File: config.mk
export PLATFORM = sky130hd
export DESIGN_NAME = aspect_fit_letterbox
export DESIGN_NICKNAME = d
export VERILOG_FILES = /design/src/rtl/core/afl_pkg.sv /design/src/rtl/core/aspect_fit_letterbox.sv /design/src/rtl/core/afl_div_cell.sv /design/src/rtl/core/afl_front.sv
export SDC_FILE = /design/constraint.sdc
export NUM_CORES = 2
export LEC_CHECK = 0
export ABC_AREA = 0
export BUFFER_PORTS_ARGS = -buffer_cell sky130_fd_sc_hd__buf_4
export CAP_MARGIN = 20
export CORE_MARGIN = 2
export CORE_UTILIZATION = 50
export CTS_CLUSTER_SIZE = 25
export DETAILED_ROUTE_END_ITERATION = 10
export PLACE_DENSITY = 0.66
export SLEW_MARGIN = 20
export SYNTH_ARGS = -nofsm -noshare
export SYNTH_HDL_FRONTEND = slang
export SYNTH_HIERARCHICAL = 1
export SYNTH_SLANG_ARGS = --single-unit
File: constraint.sdc
create_clock -name clk -period 12.3 [get_ports clk]
set_clock_uncertainty 0.2 [all_clocks]
set_input_delay 1.23 -clock clk [delete_from_list [all_inputs] [get_ports clk]]
set_output_delay 1.23 -clock clk [all_outputs]
set_load 0.02 [all_outputs]
File: src/rtl/core/afl_pkg.sv
// Package: shared types and constants for the aspect-fit letterbox block.
`timescale 1ns / 1ps
`default_nettype none
package afl_pkg;

  localparam int DIM_BITS = 16;
  localparam int CFG_IDX_BITS = 2;
  // input register, product, select, one cell per quotient bit, output register
  localparam int LATENCY = DIM_BITS + 4;

  localparam logic [CFG_IDX_BITS-1:0] REG_PANEL_COLS = 2'd0;
  localparam logic [CFG_IDX_BITS-1:0] REG_PANEL_ROWS = 2'd1;

  typedef struct packed {
    logic [DIM_BITS-1:0] src_cols;
    logic [DIM_BITS-1:0] src_rows;
  } afl_in_t;

  typedef struct packed {
    logic                fit_ok;
    logic [DIM_BITS-1:0] dest_x;
    logic [DIM_BITS-1:0] dest_y;
    logic [DIM_BITS-1:0] dest_cols;
    logic [DIM_BITS-1:0] dest_rows;
  } afl_out_t;

  typedef struct packed {
    logic                zero;
    logic                cols_limit;
    logic [DIM_BITS-1:0] pc;
    logic [DIM_BITS-1:0] pr;
  } afl_side_t;

  typedef struct packed {
    logic [DIM_BITS-1:0] rem;
    logic [DIM_BITS-1:0] num_lo;
    logic [DIM_BITS-1:0] divisor;
    logic [DIM_BITS-1:0] quo;
    afl_side_t           side;
  } afl_cell_t;

endpackage
`default_nettype wire

File: src/rtl/core/aspect_fit_letterbox.sv
// Top level: aspect-ratio-preserving letterbox fit, pipelined divider chain.
//
//  channel  | handshake            | payload
//  ---------+----------------------+-------------------------------
//  input    | start, busy          | src    (src_cols, src_rows)
//  result   | done (one-cycle)     | result (fit_ok, dest_x/y, dest_cols/rows)
//  config   | cfg_valid, cfg_ready | cfg_index, cfg_data
//
// One transaction accepted per cycle while busy is low; each passes the input,
// product and select registers, the divider chain and the output register to done.
// The divider chain holds one cell per quotient bit.
// busy stays high until the first edge without rst; rst clears all valid flags.
// The receiver cannot stall; done pulses once per transaction.
`timescale 1ns / 1ps
`default_nettype none
module aspect_fit_letterbox (
  input  wire logic                              clk,
  input  wire logic                              rst,
  input  wire logic                              start,
  output logic                                   busy,
  input  wire afl_pkg::afl_in_t                  src,
  output logic                                   done,
  output afl_pkg::afl_out_t                      result,
  input  wire logic                              cfg_valid,
  output logic                                   cfg_ready,
  input  wire logic [afl_pkg::CFG_IDX_BITS-1:0]  cfg_index,
  input  wire logic [afl_pkg::DIM_BITS-1:0]      cfg_data
);
  import afl_pkg::*;

  logic [DIM_BITS-1:0] panel_cols;
  logic [DIM_BITS-1:0] panel_rows;
  logic                accept;

  logic                chain_vld  [DIM_BITS+1];
  afl_cell_t           chain_data [DIM_BITS+1];

  afl_cell_t           last;
  logic [DIM_BITS-1:0] dc, dr;
  afl_out_t            result_next;

  assign accept    = start && !busy;
  assign cfg_ready = 1'b1;

  always_ff @(posedge clk) begin
    if (rst) begin
      busy       <= 1'b1;
      panel_cols <= '0;
      panel_rows <= '0;
    end else begin
      busy <= 1'b0;
      if (cfg_valid && cfg_ready) begin
        unique case (cfg_index)
          REG_PANEL_COLS: panel_cols <= cfg_data;
          REG_PANEL_ROWS: panel_rows <= cfg_data;
          default: ;
        endcase
      end
    end
  end

  afl_front u_front (
    .clk        (clk),
    .rst        (rst),
    .accept     (accept),
    .src        (src),
    .panel_cols (panel_cols),
    .panel_rows (panel_rows),
    .vld_o      (chain_vld[0]),
    .data_o     (chain_data[0])
  );

  for (genvar i = 0; i < DIM_BITS; i++) begin : g_cell
    afl_div_cell u_cell (
      .clk    (clk),
      .rst    (rst),
      .vld_i  (chain_vld[i]),
      .data_i (chain_data[i]),
      .vld_o  (chain_vld[i+1]),
      .data_o (chain_data[i+1])
    );
  end

  always_comb begin
    last = chain_data[DIM_BITS];
    if (last.side.cols_limit) begin
      dc = last.side.pc;
      dr = last.quo;
    end else begin
      dc = last.quo;
      dr = last.side.pr;
    end
    if (last.side.zero) begin
      result_next = '0;
    end else begin
      result_next.fit_ok    = (dc != '0) && (dr != '0);
      result_next.dest_x    = (last.side.pc - dc) >> 1;
      result_next.dest_y    = (last.side.pr - dr) >> 1;
      result_next.dest_cols = dc;
      result_next.dest_rows = dr;
    end
  end

  always_ff @(posedge clk) begin
    if (rst) begin
      done <= 1'b0;
    end else begin
      done <= chain_vld[DIM_BITS];
    end
    result <= result_next;
  end

endmodule
`default_nettype wire

File: src/rtl/core/afl_div_cell.sv
// Divider cell: one restoring quotient bit per cycle, passes its transaction on.
`timescale 1ns / 1ps
`default_nettype none
module afl_div_cell (
  input  wire logic              clk,
  input  wire logic              rst,
  input  wire logic              vld_i,
  input  wire afl_pkg::afl_cell_t data_i,
  output logic                   vld_o,
  output afl_pkg::afl_cell_t     data_o
);
  import afl_pkg::*;

  logic [DIM_BITS:0]   trial;
  logic [DIM_BITS:0]   diff;
  logic                ge;
  afl_cell_t           data_next;

  always_comb begin
    trial = {data_i.rem, data_i.num_lo[DIM_BITS-1]};
    diff  = trial - {1'b0, data_i.divisor};
    ge    = (trial >= {1'b0, data_i.divisor});
    data_next         = data_i;
    data_next.rem     = ge ? diff[DIM_BITS-1:0] : trial[DIM_BITS-1:0];
    data_next.num_lo  = {data_i.num_lo[DIM_BITS-2:0], 1'b0};
    data_next.quo     = {data_i.quo[DIM_BITS-2:0], ge};
  end

  always_ff @(posedge clk) begin
    if (rst) begin
      vld_o <= 1'b0;
    end else begin
      vld_o <= vld_i;
    end
    data_o <= data_next;
  end

endmodule
`default_nettype wire

File: src/rtl/core/afl_front.sv
// Front end: input capture, cross products, limiting-axis select.
`timescale 1ns / 1ps
`default_nettype none
module afl_front (
  input  wire logic                          clk,
  input  wire logic                          rst,
  input  wire logic                          accept,
  input  wire afl_pkg::afl_in_t              src,
  input  wire logic [afl_pkg::DIM_BITS-1:0]  panel_cols,
  input  wire logic [afl_pkg::DIM_BITS-1:0]  panel_rows,
  output logic                               vld_o,
  output afl_pkg::afl_cell_t                 data_o
);
  import afl_pkg::*;

  logic                  a_vld;
  logic [DIM_BITS-1:0]   a_sc, a_sr, a_pc, a_pr;
  logic                  a_zero;

  logic                  b_vld;
  logic [DIM_BITS-1:0]   b_sc, b_sr, b_pc, b_pr;
  logic                  b_zero;
  logic [2*DIM_BITS-1:0] b_prod_c, b_prod_r;

  logic                  cols_limit;
  logic [2*DIM_BITS-1:0] num;
  afl_cell_t             data_next;

  always_ff @(posedge clk) begin
    if (rst) begin
      a_vld <= 1'b0;
      b_vld <= 1'b0;
      vld_o <= 1'b0;
    end else begin
      a_vld <= accept;
      b_vld <= a_vld;
      vld_o <= b_vld;
    end
    a_sc   <= src.src_cols;
    a_sr   <= src.src_rows;
    a_pc   <= panel_cols;
    a_pr   <= panel_rows;
    a_zero <= (src.src_cols == '0) || (src.src_rows == '0) ||
              (panel_cols == '0) || (panel_rows == '0);

    b_sc     <= a_sc;
    b_sr     <= a_sr;
    b_pc     <= a_pc;
    b_pr     <= a_pr;
    b_zero   <= a_zero;
    b_prod_c <= (2*DIM_BITS)'(a_pc) * (2*DIM_BITS)'(a_sr);
    b_prod_r <= (2*DIM_BITS)'(a_pr) * (2*DIM_BITS)'(a_sc);

    data_o <= data_next;
  end

  always_comb begin
    cols_limit = (b_prod_c <= b_prod_r);
    num        = cols_limit ? b_prod_c : b_prod_r;
    data_next.rem             = num[2*DIM_BITS-1:DIM_BITS];
    data_next.num_lo          = num[DIM_BITS-1:0];
    data_next.divisor         = cols_limit ? b_sc : b_sr;
    data_next.quo             = '0;
    data_next.side.zero       = b_zero;
    data_next.side.cols_limit = cols_limit;
    data_next.side.pc         = b_pc;
    data_next.side.pr         = b_pr;
  end

endmodule
`default_nettype wire

==> metrics.json <==
{
  "outcome": {"value": "completed"},
  "critical_path_arrival": {"value": 7.13, "unit": "ns"},
  "routed_wirelength": {"value": 161000, "unit": "microns"},
  "wire_length_of_the_first_global_routing_pass": {"value": 255000, "unit": "microns"},
  "post_route_cells_drive_above_1_share": {"value": 10.5, "unit": "%"},
  "reg2reg_from": {"value": "u_front/a_sc[7]$_DFF_P_"},
  "setup_viol": {"value": 0},
  "global_route.usage.total": {"value": 21.8, "unit": "%"},
  "timing.slew.headroom": {"value": 34.1, "unit": "%"},
  "fillerInstances": {"value": 12346},
  "tightest_slew": {"value": 0.987, "unit": "ns"},
  "worst_path_max_delay_cell": {"value": "sky130_fd_sc_hd__dfxtp_1"},
  "layout.core_utilization": {"value": 55.7, "unit": "%"},
  "syn_area": {"value": 0.0729, "unit": "sq mm"},
  "crit_cells": {"value": 19},
  "path_cells": {"value": "nand2_1 > fa_1 > inv_1 > fa_1 > fa_1 > fa_1 > fa_1 > inv_1 > fa_1 > inv_1 > ha_1 > a21oi_1 > o21a_1 > o211ai_1 > or3_1 > a21oi_1 > o21bai_1 > a21oi_1 > xnor2_1"},
  "vias": {"value": 45977},
  "clk_pin_slew_worst_paths": {"value": 0.06, "unit": "ns"},
  "final_area": {"value": 0.0809, "unit": "sq mm"},
  "die_height": {"value": 386, "unit": "microns"},
  "r2r_end": {"value": "u_front/b_prod_r[27]$_DFF_P_"},
  "timing_hold_violations_final": {"value": 0},
  "timing.hold.worst.class": {"value": "flip-flop to flip-flop"},
  "io_pins": {"value": 122},
  "syn-mean-instance-area": {"value": 11.0, "unit": "sq um"},
  "grt_antenna_before_repair": {"value": 5},
  "area_growth": {"value": 10.9, "unit": "%"},
  "max-vdd-ir-drop": {"value": 170, "unit": "uV"},
  "worst-path-buf-inv": {"value": 3},
  "postCtsSetupRepairBufs": {"value": 0},
  "worstSkewPairLatency": {"value": 0.78, "unit": "ns"},
  "cts_tree": {"value": "yes"},
  "pwr-share-clk": {"value": 24.3, "unit": "%"},
  "timing_worst_setup_path_type": {"value": "flip-flop to flip-flop"},
  "grt_start_max_net_pins": {"value": 68},
  "placement.setup.worst_slack": {"value": 5.75, "unit": "ns"},
  "post_dp_cell_area": {"value": 0.0750, "unit": "sq mm"},
  "die_w": {"value": 386, "unit": "microns"},
  "clock_tree.htree_level_count": {"value": 4},
  "clk_tree_root_cell": {"value": "sky130_fd_sc_hd__clkbuf_16"},
  "power.sequential.fraction": {"value": 35.2, "unit": "%"},
  "critPathMaxStageDelay": {"value": 0.97, "unit": "ns"},
  "timing.reg2reg.worst_path_depth": {"value": 19},
  "yosysWarningCount": {"value": 6},
  "crit_required": {"value": 12.79, "unit": "ns"},
  "core.rowCount": {"value": 140},
  "critical_path_peak_fanout": {"value": 17},
  "portBuffers": {"value": 118},
  "cts.sink_count": {"value": 1672},
  "timing.fmax": {"value": 151, "unit": "MHz"},
  "grt_pass1_vias": {"value": 46642},
  "timing.critical_path.max_delay_family": {"value": "adder cells"},
  "number_of_pins_exceeding_their_max_slew_limit_in_the_final_report": {"value": 0},
  "fin_crit_sh": {"value": 54.0, "unit": "%"},
  "worstSetupEndpointType": {"value": "flip-flop"},
  "drtAntennaViolNets": {"value": 0},
  "timing.critical_path.from_type": {"value": "flip-flop"},
  "vias_per_cell": {"value": 5.23},
  "routabilityCongestion": {"value": 0.921},
  "initial_core_util": {"value": 50.2, "unit": "%"},
  "p_int": {"value": 13.8, "unit": "mW"},
  "max_cap_viol_count": {"value": 0},
  "sw_frac_of_total": {"value": 35.5, "unit": "%"},
  "power_leakage": {"value": 38.2, "unit": "nW"},
  "critical_path.endpoint": {"value": "u_front/b_prod_r[27]$_DFF_P_"},
  "die_area": {"value": 0.149, "unit": "sq mm"},
  "total_switching_power": {"value": 7.63, "unit": "mW"},
  "final_period_minus_worst_setup_slack": {"value": 6.64, "unit": "ns"},
  "residual_drc": {"value": 0},
  "drt-wirelength-per-cell": {"value": 18.3, "unit": "microns"},
  "max-clock-path-buffers": {"value": 3},
  "detailed_routing_iterations_pass_1": {"value": 6},
  "ctsHoldBuffers": {"value": 0},
  "post_cts.resized_instances": {"value": 0},
  "detailedPlacementHpwl": {"value": 123000, "unit": "microns"},
  "grt_setup_unrepaired": {"value": "false"},
  "cp_launch_point": {"value": "u_front/a_sc[7]$_DFF_P_"},
  "finalNetCount": {"value": 7726},
  "global_route.overflow_total": {"value": 0},
  "core-area": {"value": 0.145, "unit": "sq mm"},
  "power.density_cell_area": {"value": 265, "unit": "mW/mm^2"},
  "cts_made_buffers": {"value": 165},
  "setup_slack": {"value": 5.66, "unit": "ns"},
  "syn_inst": {"value": 6626},
  "fin_setup_tns": {"value": 0, "unit": "ns"},
  "detail_route.iter0.violations": {"value": 2430},
  "combinationalPowerShare": {"value": 40.5, "unit": "%"},
  "setup.reg_to_reg.worst_slack": {"value": 5.66, "unit": "ns"},
  "crit_path_frequent_cell": {"value": "sky130_fd_sc_hd__fa_1"}
}
==> registers in the layout, summed over array words and instances (netlist names), 32 cells and up <==
name,flops
result,63
g_cell.u_cell/data_o,1280
u_front/b_prod_r,32
u_front/b_prod_c,32
u_front/data_o,82
==> how the worst min path moves through the flow <==
| stage | from | to | slack, ns | cells past startpoint |
|---|---|---|---|---|
| floorplan | u_front/data_o[0]$_DFF_P_ | g_cell[0].u_cell/data_o[0]$_DFF_P_ | 0.11 | 0 |
| global placement | g_cell[2].u_cell/data_o[11]$_DFF_P_ | g_cell[3].u_cell/data_o[11]$_DFF_P_ | 0.11 | 0 |
| detailed placement | g_cell[14].u_cell/data_o[38]$_DFF_P_ | g_cell[15].u_cell/data_o[39]$_DFF_P_ | 0.11 | 0 |
| CTS | g_cell[12].u_cell/data_o[18]$_DFF_P_ | g_cell[13].u_cell/data_o[18]$_DFF_P_ | 0.1 | 0 |
| global route | g_cell[12].u_cell/data_o[18]$_DFF_P_ | g_cell[13].u_cell/data_o[18]$_DFF_P_ | 0.10 | 0 |
| finish | g_cell[12].u_cell/data_o[18]$_DFF_P_ | g_cell[13].u_cell/data_o[18]$_DFF_P_ | 0.10 | 0 |
==> layer usage <==
metal,GRT usage (%),wire (microns),vias to the layer above
li1,-,-,22285
met1,27.4,69000,22306
met2,37.3,77500,1095
met3,3.10,7070,289
met4,9.65,7260,2
met5,0,13,-
==> power groups by stage <==
stage,Clock [mW],Sequential [mW],Combinational [mW]
6_report,5.22,7.56,8.69
2_1_floorplan,0,7.33,7.19
5_1_grt,5.57,7.69,9.53
3_5_place_dp,0,7.69,8.56
3_3_place_gp,0,7.67,8.47
4_1_cts,5.35,7.59,8.61
==> through the flow <==
stage          hold WS (ns)  instances  power [mW]
2_1_floorplan         0.110       6627        14.5
3_3_place_gp          0.110       8493        16.1
3_5_place_dp          0.112       8493        16.3
4_1_cts              0.0967       8796        21.6
5_1_grt               0.103       8796        22.8
6_report              0.103       8798        21.5
==> cells in the final DEF (no fill, tap or decap), types with 59 or more instances in the layout <==
cell / count
sky130_fd_sc_hd__a21o_1: 142
sky130_fd_sc_hd__a21oi_1: 161
sky130_fd_sc_hd__and2_1: 289
sky130_fd_sc_hd__and3_1: 59
sky130_fd_sc_hd__buf_4: 135
sky130_fd_sc_hd__clkbuf_16: 165
sky130_fd_sc_hd__dfxtp_1: 1670
sky130_fd_sc_hd__fa_1: 405
sky130_fd_sc_hd__ha_1: 524
sky130_fd_sc_hd__inv_1: 818
sky130_fd_sc_hd__mux2_2: 62
sky130_fd_sc_hd__mux2_4: 119
sky130_fd_sc_hd__nand2_1: 448
sky130_fd_sc_hd__nand3_1: 122
sky130_fd_sc_hd__nand4_1: 59
sky130_fd_sc_hd__nor2_1: 262
sky130_fd_sc_hd__o21a_1: 95
sky130_fd_sc_hd__o21ai_0: 169
sky130_fd_sc_hd__o31ai_1: 79
sky130_fd_sc_hd__xnor2_1: 124
sky130_fd_sc_hd__xor2_1: 94
==> cell type report <==
class	count	area [sq um]	area share, %
clock buffer	210	4600	5.68
timing repair buffer	135	1010	1.25
inverter	835	3180	3.93
antenna	2	5.00	0.00619
clock inverter	93	1250	1.55
sequential	1672	33500	41.4
multi-input combinational	3934	35000	43.2
tap	1917	2400	2.97
Note: power is estimated with default switching activity, not from simulation.
